File: src/hdl/gmad_pkg.sv
package gmad_pkg;

  localparam int SampleW       = 16;
  localparam int SumW          = 20;
  localparam int CountW        = 4;
  localparam int WindowDefault = 2;
  localparam int WindowMax     = 16;
  localparam int RecipW        = SumW + 1;
  localparam int ProdW         = SumW + RecipW;
  localparam int PipeDepth     = 3;

  typedef logic signed [SampleW-1:0] sample_t;
  typedef logic signed [SumW-1:0]    total_t;

  typedef struct packed {
    sample_t x;
    sample_t y;
    sample_t z;
  } axes_t;

  typedef struct packed {
    total_t x;
    total_t y;
    total_t z;
  } totals_t;

  function automatic total_t widen(input sample_t v);
    widen = SumW'(v);
  endfunction

endpackage

File: src/hdl/gmad_if.sv
interface gmad_in_if;
  import gmad_pkg::*;

  logic    valid;
  logic    ready;
  sample_t axis_x;
  sample_t axis_y;
  sample_t axis_z;
  logic    read_ok;

  modport source (output valid, output axis_x, output axis_y, output axis_z,
                  output read_ok, input ready);
  modport sink   (input valid, input axis_x, input axis_y, input axis_z,
                  input read_ok, output ready);
endinterface

interface gmad_out_if;
  import gmad_pkg::*;

  logic    valid;
  logic    ready;
  sample_t avg_x;
  sample_t avg_y;
  sample_t avg_z;
  logic    window_full;
  logic    output_ready;

  modport source (output valid, output avg_x, output avg_y, output avg_z,
                  output window_full, output output_ready, input ready);
  modport sink   (input valid, input avg_x, input avg_y, input avg_z,
                  input window_full, input output_ready, output ready);
endinterface

File: src/hdl/gmad_mean_div.sv
module gmad_mean_div #(
  parameter int WINDOW = gmad_pkg::WindowDefault
) (
  input  gmad_pkg::total_t  total,
  input  logic              use_mean,
  output gmad_pkg::sample_t mean
);
  import gmad_pkg::*;

  localparam int             LogW   = $clog2(WINDOW);
  localparam int             Shift  = SumW + LogW;
  localparam longint         RecipL = ((longint'(1) << Shift) + longint'(WINDOW) - 1)
                                      / longint'(WINDOW);
  localparam logic [RecipW-1:0] Recip = RecipW'(RecipL);

  logic              neg;
  logic [SumW-1:0]   mag;
  logic [ProdW-1:0]  prod;
  logic [SampleW:0]  quot;
  logic [SampleW:0]  signed_quot;

  always_comb begin
    neg         = total[SumW-1];
    mag         = neg ? SumW'(-total) : SumW'(total);
    prod        = ProdW'(mag) * ProdW'(Recip);
    quot        = prod[Shift +: SampleW+1];
    signed_quot = neg ? (SampleW+1)'(-quot) : quot;
    mean        = use_mean ? sample_t'(signed_quot[SampleW-1:0])
                           : sample_t'(total[SampleW-1:0]);
  end

endmodule

File: src/hdl/gyro_moving_average_decimator_core.sv
// Three-axis boxcar moving average over the last WINDOW good gyro samples with
// a decimated data-ready strobe. Every input word yields exactly one result word,
// in order. A word with read_ok low leaves the window and totals untouched but
// still advances the decimation counter; output_ready is high on every
// WINDOW-th word. Until the window has wrapped once the raw sample passes
// through; after that each axis reads total / WINDOW, truncated toward zero.
// The block takes one word per cycle while the output is not stalled. A result
// passes three registers after its word is accepted: an input register, the
// window/total update, and the constant-reciprocal divide into the output
// register. All three stages stall independently, so a held result does not
// block new input while earlier stages have room. Window stores and totals
// clear on reset.
module gyro_moving_average_decimator_core #(
  parameter int WINDOW = gmad_pkg::WindowDefault
) (
  input logic          clk,
  input logic          rst,
  gmad_in_if.sink      gyro,
  gmad_out_if.source   avg
);
  import gmad_pkg::*;

  localparam int                SlotW     = (WINDOW > 1) ? $clog2(WINDOW) : 1;
  localparam logic [SlotW-1:0]  LastSlot  = SlotW'(WINDOW - 1);
  localparam logic [CountW-1:0] LastCount = CountW'(WINDOW - 1);
  localparam logic              UseStore  = (WINDOW > 1);

  // input register
  logic    s1_valid;
  axes_t   s1_sample;
  logic    s1_ok;

  // update stage register
  logic    s2_valid;
  totals_t s2_value;
  logic    s2_mean;
  logic    s2_full;
  logic    s2_strobe;

  // output register
  logic    o_valid;
  axes_t   o_avg;
  logic    o_full;
  logic    o_strobe;

  // window state
  axes_t             win [WINDOW];
  totals_t           sum;
  logic [SlotW-1:0]  slot;
  logic              filled;
  logic [CountW-1:0] count;

  logic              out_free, s2_free, s1_free;
  logic              s1_move, s2_move;
  axes_t             old;
  logic              upd;
  totals_t           sum_next;
  totals_t           sum_after;
  logic [SlotW-1:0]  slot_next;
  logic              filled_next;
  logic              strobe;
  logic [CountW-1:0] count_next;
  axes_t             mean;

  assign out_free   = !o_valid || avg.ready;
  assign s2_free    = !s2_valid || out_free;
  assign s1_free    = !s1_valid || s2_free;
  assign s2_move    = s2_valid && out_free;
  assign s1_move    = s1_valid && s2_free;
  assign gyro.ready = s1_free;

  always_comb begin
    old        = win[slot];
    upd        = UseStore && s1_ok;
    sum_next.x = sum.x - widen(old.x) + widen(s1_sample.x);
    sum_next.y = sum.y - widen(old.y) + widen(s1_sample.y);
    sum_next.z = sum.z - widen(old.z) + widen(s1_sample.z);
    sum_after  = upd ? sum_next : sum;
    slot_next  = (slot == LastSlot) ? '0 : slot + SlotW'(1);
    filled_next = filled || (upd && slot == LastSlot);
    strobe     = (count == LastCount);
    count_next = strobe ? '0 : count + CountW'(1);
  end

  always_ff @(posedge clk) begin
    if (rst) begin
      s1_valid <= 1'b0;
      s2_valid <= 1'b0;
      o_valid  <= 1'b0;
      sum      <= '0;
      slot     <= '0;
      filled   <= 1'b0;
      count    <= '0;
      for (int i = 0; i < WINDOW; i++) begin
        win[i] <= '0;
      end
    end else begin
      if (s1_free) begin
        s1_valid <= gyro.valid;
      end
      if (s2_free) begin
        s2_valid <= s1_valid;
      end
      if (out_free) begin
        o_valid <= s2_valid;
      end
      if (s1_move) begin
        count <= count_next;
        if (upd) begin
          win[slot] <= s1_sample;
          sum       <= sum_next;
          slot      <= slot_next;
          filled    <= filled_next;
        end
      end
    end
  end

  // payload, no reset
  always_ff @(posedge clk) begin
    if (gyro.valid && s1_free) begin
      s1_sample.x <= gyro.axis_x;
      s1_sample.y <= gyro.axis_y;
      s1_sample.z <= gyro.axis_z;
      s1_ok       <= gyro.read_ok;
    end
    if (s1_move) begin
      s2_mean   <= UseStore && filled_next;
      s2_full   <= filled_next;
      s2_strobe <= strobe;
      if (UseStore && filled_next) begin
        s2_value <= sum_after;
      end else begin
        s2_value.x <= widen(s1_sample.x);
        s2_value.y <= widen(s1_sample.y);
        s2_value.z <= widen(s1_sample.z);
      end
    end
    if (s2_move) begin
      o_avg    <= mean;
      o_full   <= s2_full;
      o_strobe <= s2_strobe;
    end
  end

  gmad_mean_div #(.WINDOW(WINDOW)) u_div_x (
    .total(s2_value.x), .use_mean(s2_mean), .mean(mean.x)
  );
  gmad_mean_div #(.WINDOW(WINDOW)) u_div_y (
    .total(s2_value.y), .use_mean(s2_mean), .mean(mean.y)
  );
  gmad_mean_div #(.WINDOW(WINDOW)) u_div_z (
    .total(s2_value.z), .use_mean(s2_mean), .mean(mean.z)
  );

  assign avg.valid        = o_valid;
  assign avg.avg_x        = o_avg.x;
  assign avg.avg_y        = o_avg.y;
  assign avg.avg_z        = o_avg.z;
  assign avg.window_full  = o_full;
  assign avg.output_ready = o_strobe;

endmodule

File: src/flat_wrapper.sv
// flat-port wrapper written by rule: the top's interface ports become plain ports
module gyro_moving_average_decimator_core_flat import gmad_pkg::*;
#(
  parameter int WINDOW = gmad_pkg::WindowDefault
)
  (clk, rst, gyro_valid, gyro_axis_x, gyro_axis_y, gyro_axis_z, gyro_read_ok, gyro_ready, avg_valid, avg_avg_x, avg_avg_y, avg_avg_z, avg_window_full, avg_output_ready, avg_ready);
  gmad_in_if gyro_i ();
  gmad_out_if avg_i ();
  input logic clk;
  input logic rst;
  input wire logic [$bits(gyro_i.valid)-1:0] gyro_valid;
  input wire logic [$bits(gyro_i.axis_x)-1:0] gyro_axis_x;
  input wire logic [$bits(gyro_i.axis_y)-1:0] gyro_axis_y;
  input wire logic [$bits(gyro_i.axis_z)-1:0] gyro_axis_z;
  input wire logic [$bits(gyro_i.read_ok)-1:0] gyro_read_ok;
  output wire logic [$bits(gyro_i.ready)-1:0] gyro_ready;
  output wire logic [$bits(avg_i.valid)-1:0] avg_valid;
  output wire logic [$bits(avg_i.avg_x)-1:0] avg_avg_x;
  output wire logic [$bits(avg_i.avg_y)-1:0] avg_avg_y;
  output wire logic [$bits(avg_i.avg_z)-1:0] avg_avg_z;
  output wire logic [$bits(avg_i.window_full)-1:0] avg_window_full;
  output wire logic [$bits(avg_i.output_ready)-1:0] avg_output_ready;
  input wire logic [$bits(avg_i.ready)-1:0] avg_ready;
  assign gyro_i.valid = gyro_valid;
  assign gyro_i.axis_x = gyro_axis_x;
  assign gyro_i.axis_y = gyro_axis_y;
  assign gyro_i.axis_z = gyro_axis_z;
  assign gyro_i.read_ok = gyro_read_ok;
  assign gyro_ready = gyro_i.ready;
  assign avg_valid = avg_i.valid;
  assign avg_avg_x = avg_i.avg_x;
  assign avg_avg_y = avg_i.avg_y;
  assign avg_avg_z = avg_i.avg_z;
  assign avg_window_full = avg_i.window_full;
  assign avg_output_ready = avg_i.output_ready;
  assign avg_i.ready = avg_ready;
  gyro_moving_average_decimator_core #(.WINDOW(WINDOW)) u_core (.clk(clk), .rst(rst), .gyro(gyro_i), .avg(avg_i));
endmodule
File: config.mk
export PLATFORM = sky130hd
export DESIGN_NAME = gyro_moving_average_decimator_core_flat
export DESIGN_NICKNAME = d
export VERILOG_FILES = /design/src/hdl/gmad_pkg.sv /design/src/hdl/gmad_if.sv /design/src/hdl/gmad_mean_div.sv /design/src/hdl/gyro_moving_average_decimator_core.sv /design/src/flat_wrapper.sv
export SDC_FILE = /design/constraint.sdc
export NUM_CORES = 1
export LEC_CHECK = 0
export BUFFER_PORTS_ARGS = -buffer_cell sky130_fd_sc_hd__buf_2
export CAP_MARGIN = 20
export CORE_MARGIN = 2
export CORE_UTILIZATION = 45
export CTS_CLUSTER_DIAMETER = 200
export DETAILED_ROUTE_END_ITERATION = 7
export PLACE_DENSITY_LB_ADDON = 0.3
export RECOVER_POWER = 100
export SLEW_MARGIN = 40
export SYNTH_ARGS = -nofsm -noshare
export SYNTH_HDL_FRONTEND = slang
export SYNTH_SLANG_ARGS = --single-unit
File: constraint.sdc
create_clock -name clk -period 18.6 [get_ports clk]
set_input_delay 2.79 -clock clk [delete_from_list [all_inputs] [get_ports clk]]
set_output_delay 2.79 -clock clk [all_outputs]
set_load 0.01 [all_outputs]
==> flow_summary.yaml, run 1 <==
status:
  status: "finished with violations"
  failed_checks: "capacitance limit, slew limit"
clocking:
  numCtsBuffers: 36
  clock_path_buffers: 3
  clk_latency_ns: 0.53
  post_cts_buffers: 0
  hold_buffers: 0
  cts.clk_slew.worst_paths_ns: 0.06
  cts_tree: "yes"
  cts_resized: 0
  h-tree-depth: 2
  numClockSinks: 321
  root_buffer: "clkbuf_16"
setup_path:
  crit_chain: "buf_2 > nor2b_1 > a21boi_0 > clkbuf_1 > nand2_1 > o21ai_4 > clkbuf_1"
  cp.arrival_ns: 11.10
  worst-path-max-fanout: 51
  worst_path_largest_cell_delay_ns: 2.49
  critical-path-slowest-cell: "clkbuf_1"
  crit_top_cell: "clkbuf_1"
  critPathLaunchType: "input pin"
  r2r_start: "u_core.avg.valid$_SDFFE_PP0P_"
  cp-end-kind: "flop"
  criticalPathCategory: "input pin to flop"
  crit_start: "avg_ready"
  cp.required_ns: 18.65
finish:
  syn_to_final_growth_pct: 10.5
  drive_above_1_share_pct: 8.96
  layout_commonest_cell: "edfxtp_1"
  final_core_util_pct: 50.3
  fillers: 4026
  final_nets: 2270
  layout_common_cells: "edfxtp_1, inv_1, nand2_1, a21oi_1, nor2_1"
yosys:
  avgSynthCellArea_um2: 9.84
  syn_nets: 2221
  synth_seq_cells: 321
  ys_seq_area_share_pct: 44.4
  yosys-top-cells-area: "edfxtp_1, dfxtp_1, fa_1, inv_1, ha_1"
  synth_cells: 2045
  synth_top_area_cell: "edfxtp_1"
  yosysUniqueCellTypes: 76
  async_flop_share_pct: 0
  synth_top_area_share_pct: 37.4
  yosys_most_used_dff: "edfxtp_1"
  ys_warn_count: 0
  syn-cell-area_um2: 20100
  synth_edf_count: 251
die:
  die_h_um: 216
  rows: 77
  die_w_um: 216
  core_um2: 44200
  initial_core_util_pct: 45.5
  io_pins: 105
  die-area_um2: 46400
placement:
  routabilityCongestion: 0.878
  portBuffers: 104
  dp_hpwl_um: 31200
grt:
  grt_pass1_wl_um: 76300
  track_usage_pct: 20.2
  grt_antenna_before_repair: 1
  overflow: 0
  first_global_vias: 14600
  grt_max_degree: 88
detailed_routing:
  vias: 15000
  routedWlPerCell_um: 17.4
  dr.pass1.iters: 5
  viasPerCell: 5.54
  drt-total-wl_um: 47100
  route.detailed.drc: 0
  drt_first_iter_violations: 885
  ant_nets: 0
job:
  max-cap-violations: 15
sta:
  hold_viol_final: 0
  fin_skew_ns: 0.0162
  period_share_pct: 59.4
  slew_headroom_pct: -141
  setup_violations: 0
  fmax_mhz: 90.5
  rsz0062_at_grt: "false"
  period_needed_ns: 11.05
  finalMaxSlewViolations: 756
  worstMarginPinSlew_ns: 3.62
  tns_ns: 0
hold_path:
  hold_class: "flop to flop"
  min_from: "u_core.s2_strobe$_DFFE_PP_"
power:
  peakVddDrop_uv: 53.4
  powerDensity_nw_per_um2: 100
  p_leak_nw: 8.70
## cell type report
| type | instances | area [um^2] | share of cell area (%) |
|---|---|---|---|
| clock buffer | 47 | 983 | 4.42 |
| clock inverter | 17 | 211 | 0.950 |
| inverter | 250 | 938 | 4.22 |
| timing repair buffer | 122 | 547 | 2.46 |
| sequential | 321 | 8940 | 40.2 |
| tap | 592 | 741 | 3.33 |
| antenna | 2 | 5.00 | 0.0225 |
| multi-input combinational | 1363 | 9890 | 44.4 |
## where the power goes
part	switching (mW)	total [mW]	internal [mW]
combinational	0.376	0.632	0.256
sequential	0.0366	0.866	0.829
clock	0.287	0.730	0.442
total	0.700	2.23	1.53
## cells in the mapped netlist (all sizes together) (19+ instances only)
| cell | n |
|---|---|
| edfxtp | 251 |
| inv | 248 |
| nand2 | 186 |
| a21oi | 134 |
| nor2 | 113 |
| o21ai | 86 |
| clkbuf | 82 |
| xnor2 | 75 |
| dfxtp | 70 |
| ha | 66 |
| mux2 | 64 |
| mux2i | 62 |
| fa | 57 |
| nor4 | 53 |
| and2 | 51 |
| nand3 | 49 |
| xor2 | 48 |
| nor3 | 43 |
| a21o | 32 |
| buf | 29 |
| or3 | 19 |
## through the flow
stage / cell area, um^2 / cells / total power, mW / setup WS (ns) / hold slack [ns]
3_3_place_gp: 21200 / 2647 / 1.48 / 12.02 / 0.407
3_5_place_dp: 21200 / 2647 / 1.50 / 12.00 / 0.427
6_report: 22300 / 2714 / 2.23 / 7.55 / 0.434
2_1_floorplan: 20100 / 2045 / 1.36 / 7.86 / 0.400
5_1_grt: 22200 / 2712 / 2.35 / 6.80 / 0.456
4_1_cts: 22400 / 2711 / 2.24 / 11.99 / 0.441
## kinds of logic (layout without fill, tap and decap cells)
family / count (synthesis) / after routing / synth area share (%)
buf+inv: 361 / 436 / 6.78
xor+xnor: 123 / 123 / 5.35
other cells: 0 / 2 / 0
fa+ha+maj: 123 / 123 / 9.77
mux: 126 / 126 / 6.66
compound gates: 391 / 391 / 12.1
flops: 321 / 321 / 44.4
simple gates: 600 / 600 / 14.9
## path summary, 6_finish.rpt
path / end / slack, ns / cells after the start
hold / removal: u_core.avg.output_ready$_DFFE_PP_ / 0.43 / 0
setup reg to reg: u_core.win[0][5]$_SDFFCE_PN0P_ / 9.48 / 6
hold reg to reg: u_core.avg.output_ready$_DFFE_PP_ / 0.43 / 0
setup / recovery: u_core.win[0][5]$_SDFFCE_PN0P_ / 7.55 / 7
## state kept, by name, summed over array words and instances (netlist names), 4 cells and up, named ones only
| register | count |
|---|---|
| u_core.count | 4 |
| u_core.avg.avg_x | 16 |
| u_core.s2_value | 54 |
| u_core.avg.avg_z | 16 |
| u_core.avg.avg_y | 16 |
| u_core.sum | 54 |
| u_core.win | 96 |
| u_core.s1_sample | 48 |
## worst max-delay path, delay by kind of cell
family          cells  cell delay [ns]
compound gates      2             1.72
buf+inv             3             4.49
simple gates        2             2.02
## metal layers
layer / vias up / track usage (%) / share of wire [%]
met5: - / 0 / 0
met4: 0 / 5.98 / 2.0
met1: 7340 / 28.5 / 47
met2: 368 / 32.7 / 46
met3: 56 / 2.80 / 5.4
li1: 7277 / - / -
(Power assumes the default switching activity.)
==> run 2, diff against run 1 <==
==> constraint.sdc (replaced) <==
create_clock -name clk -period 11 [get_ports clk]
set_input_delay 1.65 -clock clk [delete_from_list [all_inputs] [get_ports clk]]
set_output_delay 1.65 -clock clk [all_outputs]
set_load 0.01 [all_outputs]
==> run 2 against run 1 <==
  * The flow still finishes with violations (capacitance limit, slew limit)
  * Clock power grew 71%
  * Critical path type is now flop to flop
  * Combinational power grew 71%
  * Register-to-register slack worse by 6.0 ns
  * Largest cell class unchanged
  * Core utilization grew 0.091 points
  * Total power rose by 70%
  * First-iteration DRC count is 13% higher
  * Cell count increased by 0.11%
  * Sequential power is 69% higher
  * Via count fell by 0.31%
  * Die area unchanged
  * Worst hold slack got worse by 0.00082 ns
==> flow_summary.yaml, run 2 (synthesis gave the netlist of run 1 again) <==
status:
  status: "finished with violations"
  failed_checks: "capacitance limit, slew limit"
placement:
  dp_hpwl_um: 32400
  routabilityCongestion: 0.897
  dp_cells: 2649
  portBuffers: 104
  dpl_cell_area_um2: 21200
sta:
  tns_ns: 0
  fin_skew_ns: 0.0190
  worstMarginPinSlew_ns: 3.65
  holdWs_ns: 0.434
  fmax_mhz: 132
  hold_viol_final: 0
  period_needed_ns: 7.56
  slew_headroom_pct: -143
  period_share_pct: 68.7
  setup_violations: 0
  rsz0062_at_grt: "false"
  finalMaxSlewViolations: 483
clocking:
  clk_latency_ns: 0.55
  post_cts_buffers: 0
  clock_path_buffers: 3
  cts.clk_slew.worst_paths_ns: 0.06
  cts_resized: 0
  h-tree-depth: 2
  cts_tree: "yes"
  numCtsBuffers: 36
  numClockSinks: 321
  hold_buffers: 0
  root_buffer: "clkbuf_16"
grt:
  grt_antenna_before_repair: 1
  grt_pass1_wl_um: 77200
  track_usage_pct: 20.6
  grt_max_degree: 89
  first_global_vias: 14700
  overflow: 0
die:
  die_w_um: 216
  die_h_um: 216
  initial_core_util_pct: 45.5
  io_pins: 105
  die-area_um2: 46400
  core_um2: 44200
  rows: 77
finish:
  largest_register_ffs: 96
  final_nets: 2273
  reg_top3: "u_core.win (96), u_core.s2_value (54), u_core.sum (54)"
  antenna_cells: 0
  largest-register: "u_core.win"
  layout_commonest_cell: "edfxtp_1"
  stdcell_count: 2717
  syn_to_final_growth_pct: 10.7
  fillers: 4012
  drive_above_1_share_pct: 9.41
  layout_common_cells: "edfxtp_1, inv_1, nand2_1, a21oi_1, nor2_1"
  final_cell_area_um2: 22300
hold_path:
  hold_class: "flop to flop"
  hold_path_depth: 0
power:
  powerDensity_nw_per_um2: 170
  p_total_mw: 3.79
  peakVddDrop_uv: 86.1
  p_leak_nw: 8.74
detailed_routing:
  routedWlPerCell_um: 17.6
  dr.pass1.iters: 7
  viasPerCell: 5.52
  route.detailed.drc: 0
  ant_nets: 0
  vias: 15000
  drt_first_iter_violations: 1000
  drt-total-wl_um: 47900
setup_path:
  criticalPathCategory: "flop to flop"
  cp.arrival_ns: 7.69
  worst-path-max-fanout: 61
  path_delay_family: "buffers and inverters"
  critPathBufInv: 4
  critPathLaunchType: "flop"
  worst_path_largest_cell_delay_ns: 2.02
  cp-end-kind: "flop"
  worstRegToRegCells: 7
  cp.depth: 7
  critical-path-slowest-cell: "clkbuf_1"
  cp.required_ns: 11.14
  crit_top_cell: "clkbuf_1"
  rrSetupSlack_ns: 3.44
  crit_chain: "clkbuf_1 > clkbuf_1 > and2_2 > buf_4 > nand2_1 > nand2_1 > clkbuf_1"
job:
  max-cap-violations: 11
run 2: path summary, 6_finish.rpt:
kind,from,to
max,u_core.s1_ok$_DFFE_PP_,u_core.win[1][12]$_SDFFCE_PN0P_
min,u_core.s2_strobe$_DFFE_PP_,u_core.avg.output_ready$_DFFE_PP_
max reg2reg,u_core.s1_ok$_DFFE_PP_,u_core.win[1][12]$_SDFFCE_PN0P_
min reg2reg,u_core.s2_strobe$_DFFE_PP_,u_core.avg.output_ready$_DFFE_PP_
run 2: per-layer routing:
layer / wire length [um] / GRT usage [%]
met4: 920 / 5.82
met3: 2550 / 2.66
met1: 22700 / 29.3
met5: 0 / 0
met2: 21700 / 33.1
run 2: final cells by class:
cell class                      instances  area [um^2]  share of cell area (%)
Clock buffer                           44          982                    4.41
Clock inverter                         22          243                    1.09
Inverter                              250          938                    4.21
Multi-Input combinational cell       1363         9880                    44.3
Sequential cell                       321         8940                    40.1
Tap cell                              592          741                    3.32
Timing Repair Buffer                  125          571                    2.56
run 2: where the power goes:
group          internal [mW]  switching [mW]
clock network          0.754           0.497
registers               1.40          0.0607
logic                  0.433           0.643
run 2: worst register-to-register path, cell delays in order (launching register included):
cell,delay (ns)
edfxtp_1,0.31
clkbuf_1,2.02
clkbuf_1,1.45
and2_2,0.37
buf_4,0.63
nand2_1,0.15
nand2_1,0.86
clkbuf_1,1.35
run 2: metrics by stage:
step	util [%]	setup WS, ns
after floorplan	-	1.40
after global placement	47.9	6.23
after global routing	50.4	3.06
final	50.4	3.44
after CTS	50.7	6.31
after detailed placement	47.9	6.16
